File: src/rtl/mfau_pkg.sv
// Package for the motor feedback angle unwrap block.
// Holds the frame and result word types, fixed-point constants and codes.
// No dependencies.
package mfau_pkg;

	localparam int FRAC_BITS  = 16;
	localparam int TURN_WIDTH = 24;

	localparam logic [31:0] TWO_PI_Q29 = 32'd3373259426;
	localparam int COUNTS_PER_TURN = 8191;

	// angle and speed scale by 2^(FRAC_BITS+8) / 2^29; the common power of two cancels
	localparam int DEN_SH = 29 - (FRAC_BITS + 8);

	// 2*pi rounded half up to FRAC_BITS fraction bits
	localparam longint WRAP_MOD_L =
		(longint'(TWO_PI_Q29) + (longint'(1) << (28 - FRAC_BITS))) >> (29 - FRAC_BITS);

	localparam int MAG_W = 43;            // magnitude of any operand fed to the divider
	localparam int NUM_W = MAG_W + 32;    // dividend after the multiply
	localparam int DEN_W = 35;            // divisor / remainder
	localparam int QUO_W = 42;            // quotient kept before the cap
	localparam int CNT_W = $clog2(NUM_W);
	localparam int CAP_SH = 40;           // magnitude quotient is held at 2^40

	localparam logic [DEN_W-1:0] WRAP_MOD = DEN_W'(WRAP_MOD_L);

	localparam int CFG_IDX_W = 4;

	typedef enum logic [CFG_IDX_W-1:0] {
		REG_GEAR_REDUCTION  = 4'd0,
		REG_ANGLE_OFFSET    = 4'd1,
		REG_CONTINUOUS_MODE = 4'd2,
		REG_CURRENT_DIVISOR = 4'd3
	} cfg_reg_t;

	typedef enum logic [1:0] {
		JOB_ANGLE = 2'd0,
		JOB_SPEED = 2'd1,
		JOB_CUR   = 2'd2,
		JOB_WRAP  = 2'd3
	} job_t;

	typedef struct packed {
		logic [12:0]        angle_raw;
		logic signed [15:0] speed_raw;
		logic signed [15:0] current_raw;
		logic [7:0]         temperature_raw;
	} frame_t;

	typedef struct packed {
		logic signed [31:0]           output_angle;
		logic signed [31:0]           output_speed;
		logic signed [31:0]           output_current;
		logic [7:0]                   output_temperature;
		logic signed [TURN_WIDTH-1:0] turns;
	} result_t;

endpackage

File: src/rtl/motor_feedback_angle_unwrap.sv
// From frame acceptance to result valid: turn update, then 3 divider passes in continuous
// mode or 4 in wrapped mode (each through load, multiply, divide and finish states), then
// the done state. Frames are taken one at a time: frame_stall is high outside idle, and a
// stalled result holds the done state. One shared restoring divider, one quotient bit per
// cycle, is reused for the angle, speed, current and wrap reduction.
// Reset clears turn count, previous angle and registers to their defaults. Uses mfau_pkg.
module motor_feedback_angle_unwrap (
	input  logic                                clk,
	input  logic                                arst_n,
	input  logic                                frame_valid,
	output logic                                frame_stall,
	input  mfau_pkg::frame_t                    frame,
	output logic                                result_valid,
	input  logic                                result_stall,
	output mfau_pkg::result_t                   result,
	input  logic                                cfg_valid,
	output logic                                cfg_ready,
	input  logic [mfau_pkg::CFG_IDX_W-1:0]      cfg_index,
	input  logic [31:0]                         cfg_data
);
	import mfau_pkg::*;

	typedef enum logic [7:0] {
		ST_IDLE = 8'b0000_0001,
		ST_TURN = 8'b0000_0010,
		ST_LOAD = 8'b0000_0100,
		ST_MUL0 = 8'b0000_1000,
		ST_MUL1 = 8'b0001_0000,
		ST_DIV  = 8'b0010_0000,
		ST_FIN  = 8'b0100_0000,
		ST_DONE = 8'b1000_0000
	} state_t;

	state_t state_q;
	job_t   job_q;

	logic [15:0]        gear_q;
	logic signed [31:0] offset_q;
	logic               cont_q;
	logic [15:0]        cdiv_q;

	logic [12:0]                  prev_q;
	logic signed [TURN_WIDTH-1:0] turn_q;
	frame_t                       frame_q;

	logic                 sign_q;
	logic [MAG_W-1:0]     mag_q;
	logic [31:0]          mulb_q;
	logic [63:0]          prod_q;
	logic [NUM_W-1:0]     num_q;
	logic [DEN_W-1:0]     div_d_q;
	logic [DEN_W-1:0]     rem_q;
	logic [QUO_W-1:0]     quo_q;
	logic                 big_q;
	logic [CNT_W-1:0]     cnt_q;
	logic signed [MAG_W-1:0] ang_v_q;

	logic signed [31:0] ang_out_q, spd_out_q, cur_out_q;
	result_t            res_q;
	logic               res_valid_q;

	function automatic logic signed [31:0] sat32(input logic signed [MAG_W-1:0] v);
		if (v > MAG_W'(signed'(32'sh7FFFFFFF)))
			return 32'sh7FFFFFFF;
		else if (v < MAG_W'(signed'(32'sh80000000)))
			return 32'sh80000000;
		else
			return v[31:0];
	endfunction

	// operand selection for the shared divider
	logic [15:0]             gr_eff, cd_eff;
	logic signed [MAG_W-1:0] load_v;
	logic [31:0]             load_b;
	logic [DEN_W-1:0]        load_d;

	always_comb begin
		gr_eff = (gear_q == '0) ? 16'd1 : gear_q;
		cd_eff = (cdiv_q == '0) ? 16'd1 : cdiv_q;
		case (job_q)
			JOB_ANGLE: begin
				load_v = (MAG_W'(turn_q) <<< 13) - MAG_W'(turn_q)
					+ MAG_W'(signed'({1'b0, frame_q.angle_raw}));
				load_b = TWO_PI_Q29;
				load_d = (DEN_W'(COUNTS_PER_TURN) * DEN_W'(gr_eff)) << DEN_SH;
			end
			JOB_SPEED: begin
				load_v = MAG_W'(frame_q.speed_raw);
				load_b = TWO_PI_Q29;
				load_d = (DEN_W'(60) * DEN_W'(gr_eff)) << DEN_SH;
			end
			JOB_CUR: begin
				load_v = MAG_W'(frame_q.current_raw);
				load_b = 32'd1 << FRAC_BITS;
				load_d = DEN_W'(cd_eff);
			end
			default: begin
				load_v = ang_v_q;
				load_b = 32'd1;
				load_d = WRAP_MOD;
			end
		endcase
	end

	// one divider step
	logic [DEN_W:0]   div_shift;
	logic             div_ge;
	logic [DEN_W:0]   div_sub;

	assign div_shift = {rem_q, num_q[NUM_W-1]};
	assign div_ge    = div_shift >= {1'b0, div_d_q};
	assign div_sub   = div_shift - {1'b0, div_d_q};

	// finish: round half away from zero, cap, sign, subtract offset, wrap output
	logic                    rnd;
	logic [QUO_W:0]          qsum;
	logic [CAP_SH:0]         qf;
	logic signed [MAG_W-1:0] sq;
	logic signed [MAG_W-1:0] ang_v;
	logic [31:0]             wrap_out;

	always_comb begin
		rnd  = {rem_q, 1'b0} >= {1'b0, div_d_q};
		qsum = {1'b0, quo_q} + (QUO_W+1)'(rnd);
		if (big_q || quo_q[QUO_W-1] || qsum > ((QUO_W+1)'(1) << CAP_SH))
			qf = (CAP_SH+1)'(1) << CAP_SH;
		else
			qf = qsum[CAP_SH:0];
		sq    = sign_q ? -signed'(MAG_W'(qf)) : signed'(MAG_W'(qf));
		ang_v = sq - MAG_W'(offset_q);
		if (ang_v_q == '0)
			wrap_out = '0;
		else if (ang_v_q[MAG_W-1])
			wrap_out = (rem_q == '0) ? 32'd0 : 32'(WRAP_MOD - rem_q);
		else
			wrap_out = (rem_q == '0) ? 32'(WRAP_MOD) : 32'(rem_q);
	end

	logic signed [15:0] diff4;
	assign diff4 = 16'(signed'({3'b000, frame_q.angle_raw}) - signed'({3'b000, prev_q})) <<< 2;

	logic out_free;
	assign out_free    = !res_valid_q || !result_stall;
	assign frame_stall = (state_q != ST_IDLE);
	assign cfg_ready   = 1'b1;
	assign result_valid = res_valid_q;
	assign result       = res_q;

	always_ff @(posedge clk or negedge arst_n) begin
		if (!arst_n) begin
			gear_q   <= 16'd256;
			offset_q <= '0;
			cont_q   <= 1'b0;
			cdiv_q   <= 16'd1;
		end else if (cfg_valid && cfg_ready) begin
			case (cfg_index)
				REG_GEAR_REDUCTION:  gear_q   <= cfg_data[15:0];
				REG_ANGLE_OFFSET:    offset_q <= cfg_data;
				REG_CONTINUOUS_MODE: cont_q   <= cfg_data[0];
				REG_CURRENT_DIVISOR: cdiv_q   <= cfg_data[15:0];
				default: ;
			endcase
		end
	end

	always_ff @(posedge clk or negedge arst_n) begin
		if (!arst_n) begin
			state_q     <= ST_IDLE;
			job_q       <= JOB_ANGLE;
			prev_q      <= '0;
			turn_q      <= '0;
			res_valid_q <= 1'b0;
		end else begin
			if (state_q == ST_DONE && out_free)
				res_valid_q <= 1'b1;
			else if (res_valid_q && !result_stall)
				res_valid_q <= 1'b0;
			case (state_q)
				ST_IDLE: begin
					if (frame_valid)
						state_q <= ST_TURN;
				end
				ST_TURN: begin
					if (diff4 < -16'sd8191) begin
						if (turn_q != {1'b0, {(TURN_WIDTH-1){1'b1}}})
							turn_q <= turn_q + TURN_WIDTH'(1);
					end else if (diff4 > 16'sd8191) begin
						if (turn_q != {1'b1, {(TURN_WIDTH-1){1'b0}}})
							turn_q <= turn_q - TURN_WIDTH'(1);
					end
					prev_q  <= frame_q.angle_raw;
					job_q   <= JOB_ANGLE;
					state_q <= ST_LOAD;
				end
				ST_LOAD: state_q <= ST_MUL0;
				ST_MUL0: state_q <= ST_MUL1;
				ST_MUL1: state_q <= ST_DIV;
				ST_DIV: begin
					if (cnt_q == '0)
						state_q <= ST_FIN;
				end
				ST_FIN: begin
					case (job_q)
						JOB_ANGLE: begin
							job_q <= JOB_SPEED;
							state_q <= ST_LOAD;
						end
						JOB_SPEED: begin
							job_q <= JOB_CUR;
							state_q <= ST_LOAD;
						end
						JOB_CUR: begin
							if (cont_q) begin
								state_q <= ST_DONE;
							end else begin
								job_q <= JOB_WRAP;
								state_q <= ST_LOAD;
							end
						end
						default: state_q <= ST_DONE;
					endcase
				end
				ST_DONE: begin
					if (out_free)
						state_q <= ST_IDLE;
				end
				default: state_q <= ST_IDLE;
			endcase
		end
	end

	// datapath, no reset
	always_ff @(posedge clk) begin
		case (state_q)
			ST_IDLE: begin
				if (frame_valid)
					frame_q <= frame;
			end
			ST_LOAD: begin
				sign_q  <= load_v[MAG_W-1];
				mag_q   <= load_v[MAG_W-1] ? MAG_W'(-load_v) : MAG_W'(load_v);
				mulb_q  <= load_b;
				div_d_q <= load_d;
			end
			ST_MUL0: prod_q <= 64'(mag_q[31:0]) * 64'(mulb_q);
			ST_MUL1: begin
				num_q <= NUM_W'(prod_q)
					+ (NUM_W'(mag_q[MAG_W-1:32] * mulb_q) << 32);
				rem_q <= '0;
				quo_q <= '0;
				big_q <= 1'b0;
				cnt_q <= CNT_W'(NUM_W - 1);
			end
			ST_DIV: begin
				// shift in one dividend bit, subtract when it fits
				rem_q <= div_ge ? div_sub[DEN_W-1:0] : div_shift[DEN_W-1:0];
				num_q <= num_q << 1;
				quo_q <= {quo_q[QUO_W-2:0], div_ge};
				if (quo_q[QUO_W-1])
					big_q <= 1'b1;
				cnt_q <= cnt_q - CNT_W'(1);
			end
			ST_FIN: begin
				case (job_q)
					JOB_ANGLE: begin
						ang_v_q   <= ang_v;
						ang_out_q <= sat32(ang_v);
					end
					JOB_SPEED: spd_out_q <= sat32(sq);
					JOB_CUR:   cur_out_q <= sat32(sq);
					default:   ang_out_q <= wrap_out;
				endcase
			end
			ST_DONE: begin
				if (out_free) begin
					res_q.output_angle       <= ang_out_q;
					res_q.output_speed       <= spd_out_q;
					res_q.output_current     <= cur_out_q;
					res_q.output_temperature <= frame_q.temperature_raw;
					res_q.turns              <= turn_q;
				end
			end
			default: ;
		endcase
	end

`ifndef ASSERT_OFF
	a_div_nonzero: assert property (@(posedge clk) disable iff (!arst_n)
		state_q == ST_DIV |-> div_d_q != '0)
		else $error("divider runs with zero divisor");

	a_rem_bound: assert property (@(posedge clk) disable iff (!arst_n)
		state_q == ST_DIV |-> rem_q < div_d_q)
		else $error("remainder not below divisor");

	a_turn_step: assert property (@(posedge clk) disable iff (!arst_n)
		state_q != ST_TURN |=> turn_q == $past(turn_q))
		else $error("turn count changed outside turn update");

	a_accept_turn: assert property (@(posedge clk) disable iff (!arst_n)
		frame_valid && !frame_stall |=> state_q == ST_TURN)
		else $error("accepted word did not start turn update");

	a_result_load: assert property (@(posedge clk) disable iff (!arst_n)
		$rose(res_valid_q) |-> $past(state_q) == ST_DONE)
		else $error("result raised outside done state");
`endif

endmodule
File: config.mk
export PLATFORM = sky130hd
export DESIGN_NAME = motor_feedback_angle_unwrap
export DESIGN_NICKNAME = d
export VERILOG_FILES = /design/src/rtl/mfau_pkg.sv /design/src/rtl/motor_feedback_angle_unwrap.sv
export SDC_FILE = /design/constraint.sdc
export NUM_CORES = 2
export LEC_CHECK = 0
export ABC_AREA = 0
export ABC_CLOCK_PERIOD_IN_PS = 12400
export BUFFER_PORTS_ARGS = -buffer_cell sky130_fd_sc_hd__clkbuf_2
export CORE_MARGIN = 2
export CORE_UTILIZATION = 65
export DETAILED_ROUTE_END_ITERATION = 6
export HOLD_SLACK_MARGIN = 0.12
export PLACE_DENSITY = 0.83
export SLEW_MARGIN = 20
export SYNTH_ARGS = -nofsm -noshare
export SYNTH_HDL_FRONTEND = slang
export SYNTH_SLANG_ARGS = --single-unit
File: constraint.sdc
create_clock -name clk -period 12.4 [get_ports clk]
set_input_delay 1.24 -clock clk [delete_from_list [all_inputs] [get_ports clk]]
set_output_delay 1.24 -clock clk [all_outputs]
set_load 0.1 [all_outputs]
Word level (Yosys, flattened, before mapping):

Cells that the tools add are included.

* register bits: 768
* input port bits: 94
* output and inout port bits: 131
* logic and storage cells: 157

* add/subtract/negate cells: 13
* $mul: 4
* magnitude comparators: 9
* equal/unequal tests: 23
* muxes and demuxes: 39
* bitwise operators: 1
* reductions and logical operators: 35

Operator list (number)
* $mux 32: 8
* $pmux 75 s2: 1
* $pmux 43 s3: 1
* $pmux 32 s2: 2
* $pmux 34 s3: 1
* $mux 24: 4
* $gt 43x32->1 const B: 2
* $lt 43x32->1 const B: 2
* $pmux 42 s2: 1
* $add 64x75->75: 1
* $ge 36x35->1: 2
* $pmux 35 s2: 1
* $mul 32x32->64: 1
* $pmux 8 s8: 1
* $add 42x1->43: 1
* $gt 43x41->1 const B: 1
* $logic_not 43->1: 1
* $mul 11x32->43: 1
* $mux 43: 1
* $neg 41->43: 1
* $neg 43->43: 1
* $sub 43x32->43: 1
* $mux 42: 1
* $mux 41: 1
* other kinds (55): 86

Logic depth before layout (Yosys ltp):

* depth in word-level cells: 12
* mapped depth: 52
* gate-level depth less buffers: 45

Worst setup path before layout:

Ideal clock, no wire load.

* kind: register -> register
* start point: register rem_q[28]
* end point: register ang_out_q[11], data pin
* setup time: 0.273 ns
* arrival: 9.736 ns
* required time: 12.127 ns
* setup slack: 2.392 ns
* cell stages (with the launch flop): 45
* buffers on the path: 5
* period minus slack after synthesis: 10.008 ns
* cells stage by stage: edfxtp_1 ha_1 and3_1 nand4_1 nor4_1 nand2_1 o21ai_0 ha_1 ha_1 buf_2 and4_1 buf_2 nand2_1 nor4_1 mux2_2 a221oi_1 nand2_2 o41ai_4 (+9 left out) nor2_1 inv_1 ha_1 and4_1 and2_1 a221o_1 or3_1 o22ai_1 a311oi_1 o2111ai_1 o211a_1 o31ai_1 xnor2_1 inv_1 or3_1 o41ai_1 buf_2 o211ai_1

* longest elaborated chain between the ends: 12
* elaborated cells between the ends (all ways): 18
* classes of those cells: add/sub: 3; order compare: 4; mux: 9; reduce/logical: 2

RTL lines
* start, declared: line motor_feedback_angle_unwrap.sv:52 `logic [DEN_W-1:0] rem_q;`
* start signal, assigned: line motor_feedback_angle_unwrap.sv:256 `rem_q <= div_ge ? div_sub[DEN_W-1:0] : div_shift[DEN_W-1:0];`
* $ge 36x35->1 *: line motor_feedback_angle_unwrap.sv:123 `rnd = {rem_q, 1'b0} >= {1'b0, div_d_q};`
* $add 42x1->43 *: line motor_feedback_angle_unwrap.sv:124 `qsum = {1'b0, quo_q} + (QUO_W+1)'(rnd);`
* $gt 43x41->1: line motor_feedback_angle_unwrap.sv:125 `if (big_q || quo_q[QUO_W-1] || qsum > ((QUO_W+1)'(1) << CAP_SH))`
* $logic_or 1x1->1: line motor_feedback_angle_unwrap.sv:125
* $mux 41 *: line motor_feedback_angle_unwrap.sv:125
* $neg 41->43: line motor_feedback_angle_unwrap.sv:129 `sq = sign_q ? -signed'(MAG_W'(qf)) : signed'(MAG_W'(qf));`
* $mux 43 *: line motor_feedback_angle_unwrap.sv:129
* $sub 43x32->43 *: line motor_feedback_angle_unwrap.sv:130 `ang_v = sq - MAG_W'(offset_q);`
* net ang_v[36]: line motor_feedback_angle_unwrap.sv:119 `logic signed [MAG_W-1:0] ang_v;`
* $lt 43x32->1: line motor_feedback_angle_unwrap.sv:65 `else if (v < MAG_W'(signed'(32'sh80000000)))`
* $mux 32: line motor_feedback_angle_unwrap.sv:65
* $mux 32 *: line motor_feedback_angle_unwrap.sv:63 `if (v > MAG_W'(signed'(32'sh7FFFFFFF)))`
* $pmux 32 s2 *: line motor_feedback_angle_unwrap.sv:264 `case (job_q)`
* end signal, assigned: line motor_feedback_angle_unwrap.sv:267 `ang_out_q <= sat32(ang_v);`
* end signal, assigned: line motor_feedback_angle_unwrap.sv:271 `default: ang_out_q <= wrap_out;`
* end, declared: line motor_feedback_angle_unwrap.sv:58 `logic signed [31:0] ang_out_q, spd_out_q, cur_out_q;`

Mark *: on every way through the listed nets, which the timed path passes. The rest lies on a longest branch.
A chain may end at the register's enable or synchronous reset.

Worst setup path after layout:

* start point: register rem_q[28]
* end point: register ang_out_q[23], data pin

Same word-level chain as after synthesis.

==> results_dict.tcl <==
set metrics [dict create \
    clk_path_buf_depth 3 \
    grt_util_all_layers 0.355 \
    regArea_sq_um 21600 \
    cts_tree "done" \
    tightest_slew_ns 1.16 \
    worst_setup_path_start_kind "flip-flop" \
    cts-hold-fix-buffers 0 \
    drv_cap 0 \
    finClkSkew_ns 0.0374 \
    timing.final.ws_setup_ns 0.844 \
    grt_pass1_wl_um 298000 \
    yosysSeqAreaShare 0.311 \
    crit_path_end_kind "flip-flop" \
    slowest_delay_ns 0.71 \
    num_io_pins 225 \
    post-dp-hpwl_um 153000 \
    cp_common_cell "ha_1" \
    drtAntennaViolNets 0 \
    clock-root-buffer "clkbuf_16" \
    synthArstFlopShare 0.153 \
    insertion_delay_ns 0.70 \
    post-route-min-period_ns 11.56 \
    clock.fmax_mhz 86.5 \
    drt_iter0_markers 4894 \
    grt-ovfl-total 0 \
    slew_viol_final 0 \
    firstDrtPassIters 6 \
    wl_met1_um 74100 \
    htreeDepth 3 \
    period_share 0.932 \
    top_layer "met5" \
    syn_to_final_growth_pct 7.84 \
    finalSetupTns_ns 0 \
    die_w_um 331 \
    cp.arrival_ns 11.95 \
    antenna_found_initial 6 \
    drive_gt1_frac 0.0740 \
    cpLargestDelayFamily "simple AND/OR/NAND/NOR gates" \
    multi_input_area_sq_um 43500 \
    grt_pass1_vias 53100 \
    synth_top_area_frac 0.271 \
    clock_sinks 738 \
    post-route-drc-count 0 \
    gp_congestion 1.00 \
    num_rows 119 \
    clk_pin_slew_worst_paths_ns 0.06 \
    ys_seq_elements 738 \
    io_buffers 223 \
    hold_violations 0 \
    ys_types 102 \
    routedWlPerCell_um 22.9 \
    dp_cells 8264 \
    core_area_sq_um 106000 \
    crit_type "flip-flop to flip-flop" \
    synthTopCellsByArea "edfxtp_1 (27%), fa_1 (18%), ha_1 (14%), inv_1 (5.3%), dfrtp_1 (4.0%)" \
    cp.buffers_inverters 4 \
    fin_cells 8419 \
    cp_max_fo 31 \
    required_ns 12.79 \
    yosysWarnings 0 \
    met2_length_um 89400 \
    cts_buffers 80 \
    min-delay-path-class "flip-flop to flip-flop" \
    via_per_inst 6.24 \
    yosysTopAreaCell "edfxtp_1" \
    syn_inst 6760 \
    hold_ws_ns 0.416 \
    grt_max_degree 83 \
    syn-num-nets 8286 \
    fp.dieArea_sq_um 109000 \
    avgSynthCellArea_sq_um 10.3 \
    wl_met3_um 18000 \
    num_vias 52500 \
    fillCellCount 7550 \
    fp.dieH_um 331 \
    max_slew_margin 0.222 \
    routed_wl_um 193000 \
    pre_cts_ws_ns 0.884 \
    finalSetupViolations 0 \
    synth_edf_count 625 \
    run_status "completed" \
    synth_area_sq_um 69400 \
    synth-main-ff-cell "edfxtp_1" \
    grt_setup_unrepaired "no" \
    floorplan.initialDensity 0.657 \
    fin_nets 8482 \
    slowest_stage "or4_1" \
]
==> layer usage <==
layer | track usage | up-vias
met5 | 0 | -
met4 | 0.178 | 2
met3 | 0.0696 | 580
met2 | 0.576 | 2568
met1 | 0.456 | 25600
li1 | - | 23800
==> through the flow <==
stage / utilization / instance area [sq um]
after global placement: 0.682 / 72000
final: 0.709 / 74800
after global routing: 0.709 / 74800
after CTS: 0.708 / 74800
after detailed placement: 0.682 / 72000
after floorplan: - / 69400
==> placed cells by master (no fill, tap or decap), types with 57 or more instances in the layout <==
| master | instances |
|---|---|
| nand4_1 | 57 |
| xor2_1 | 133 |
| fa_1 | 639 |
| nor3_1 | 93 |
| edfxtp_1 | 625 |
| dfrtp_1 | 110 |
| o21ai_0 | 306 |
| inv_1 | 978 |
| ha_1 | 791 |
| clkbuf_2 | 222 |
| clkbuf_16 | 80 |
| nor2_1 | 327 |
| xnor2_1 | 256 |
| a21oi_1 | 318 |
| nand3_1 | 109 |
| nand2_1 | 606 |
| a21o_1 | 145 |
| and2_1 | 151 |
| o211ai_1 | 59 |
==> cell type report <==
type	instances	share of cell area
clock inverter	54	0.00871
inverter	980	0.0492
sequential	738	0.289
tap	1391	0.0233
timing repair buffer	277	0.0204
antenna	4	0.000134
clock buffer	96	0.0281
multi-input combinational	4879	0.581
==> kinds of logic (layout without fill, tap and decap cells) <==
logic type	Yosys count	after routing	share of synthesized area
and+or+nand+nor	1715	1715	0.121
adders and majority gates	1432	1432	0.327
AOI/OAI and AO/OA	1311	1311	0.123
buffers and inverters	1143	1407	0.0629
DFF	738	738	0.311
xor gates and xnor gates	389	389	0.0491
muxes	31	31	0.00489
other	1	5	0.0000541
==> flip-flops by register name, summed over array words and instances (netlist names), 3 cells and up <==
signal / cells
num_q: 75
gear_q: 16
prev_q: 13
cdiv_q: 16
div_d_q: 34
mag_q: 43
mulb_q: 3
offset_q: 32
spd_out_q: 32
cur_out_q: 32
quo_q: 42
ang_v_q: 43
frame_q: 53
ang_out_q: 32
result: 128
rem_q: 35
prod_q: 64
turn_q: 24
cnt_q: 7
state_q: 8
==> worst paths after layout <==
path / startpoint / end / slack (ns) / cells past startpoint
min: spd_out_q[31]$_DFFE_PP_ / result[95]$_DFFE_PP_ / 0.42 / 0
max reg2reg: rem_q[28]$_SDFFCE_PN0P_ / ang_out_q[23]$_DFFE_PP_ / 0.84 / 40
min in group asynchronous: arst_n / offset_q[16]$_DFFE_PN0P_ / 0.50 / 1
min reg2reg: spd_out_q[31]$_DFFE_PP_ / result[95]$_DFFE_PP_ / 0.42 / 0
max in group asynchronous: arst_n / turn_q[19]$_DFFE_PN0P_ / 10.12 / 3
max: rem_q[28]$_SDFFCE_PN0P_ / ang_out_q[23]$_DFFE_PP_ / 0.84 / 40
==> worst reg2reg max path: cells and delay by family, from the launching register on <==
kind	cells	cell delay [ns]
simple gates	16	4.56
compound gates	14	3.76
fa+ha+maj	4	1.35
buf+inv	4	0.74
flops	1	0.48
xor+xnor	2	0.40
==> cell usage after synthesis, types with 110 or more instances <==
master and count:
clkbuf_1 122, edfxtp_1 625, a21oi_1 319, and2_1 152, xnor2_1 256, dfrtp_1 110, xor2_1 133, fa_1 639
inv_1 979, nor2_1 329, nand2_1 607, ha_1 793, o21ai_0 308, a21o_1 145
==> timing repair <==
item / in CTS / in global routing
setup buffers: 0 / 0
endpoints found under the setup margin: 0 / 31
resized for setup: 0 / 3
Power is left out: the tool's default activity adds up to more than one toggle a clock period on the data nets, which glitch-free logic cannot reach.
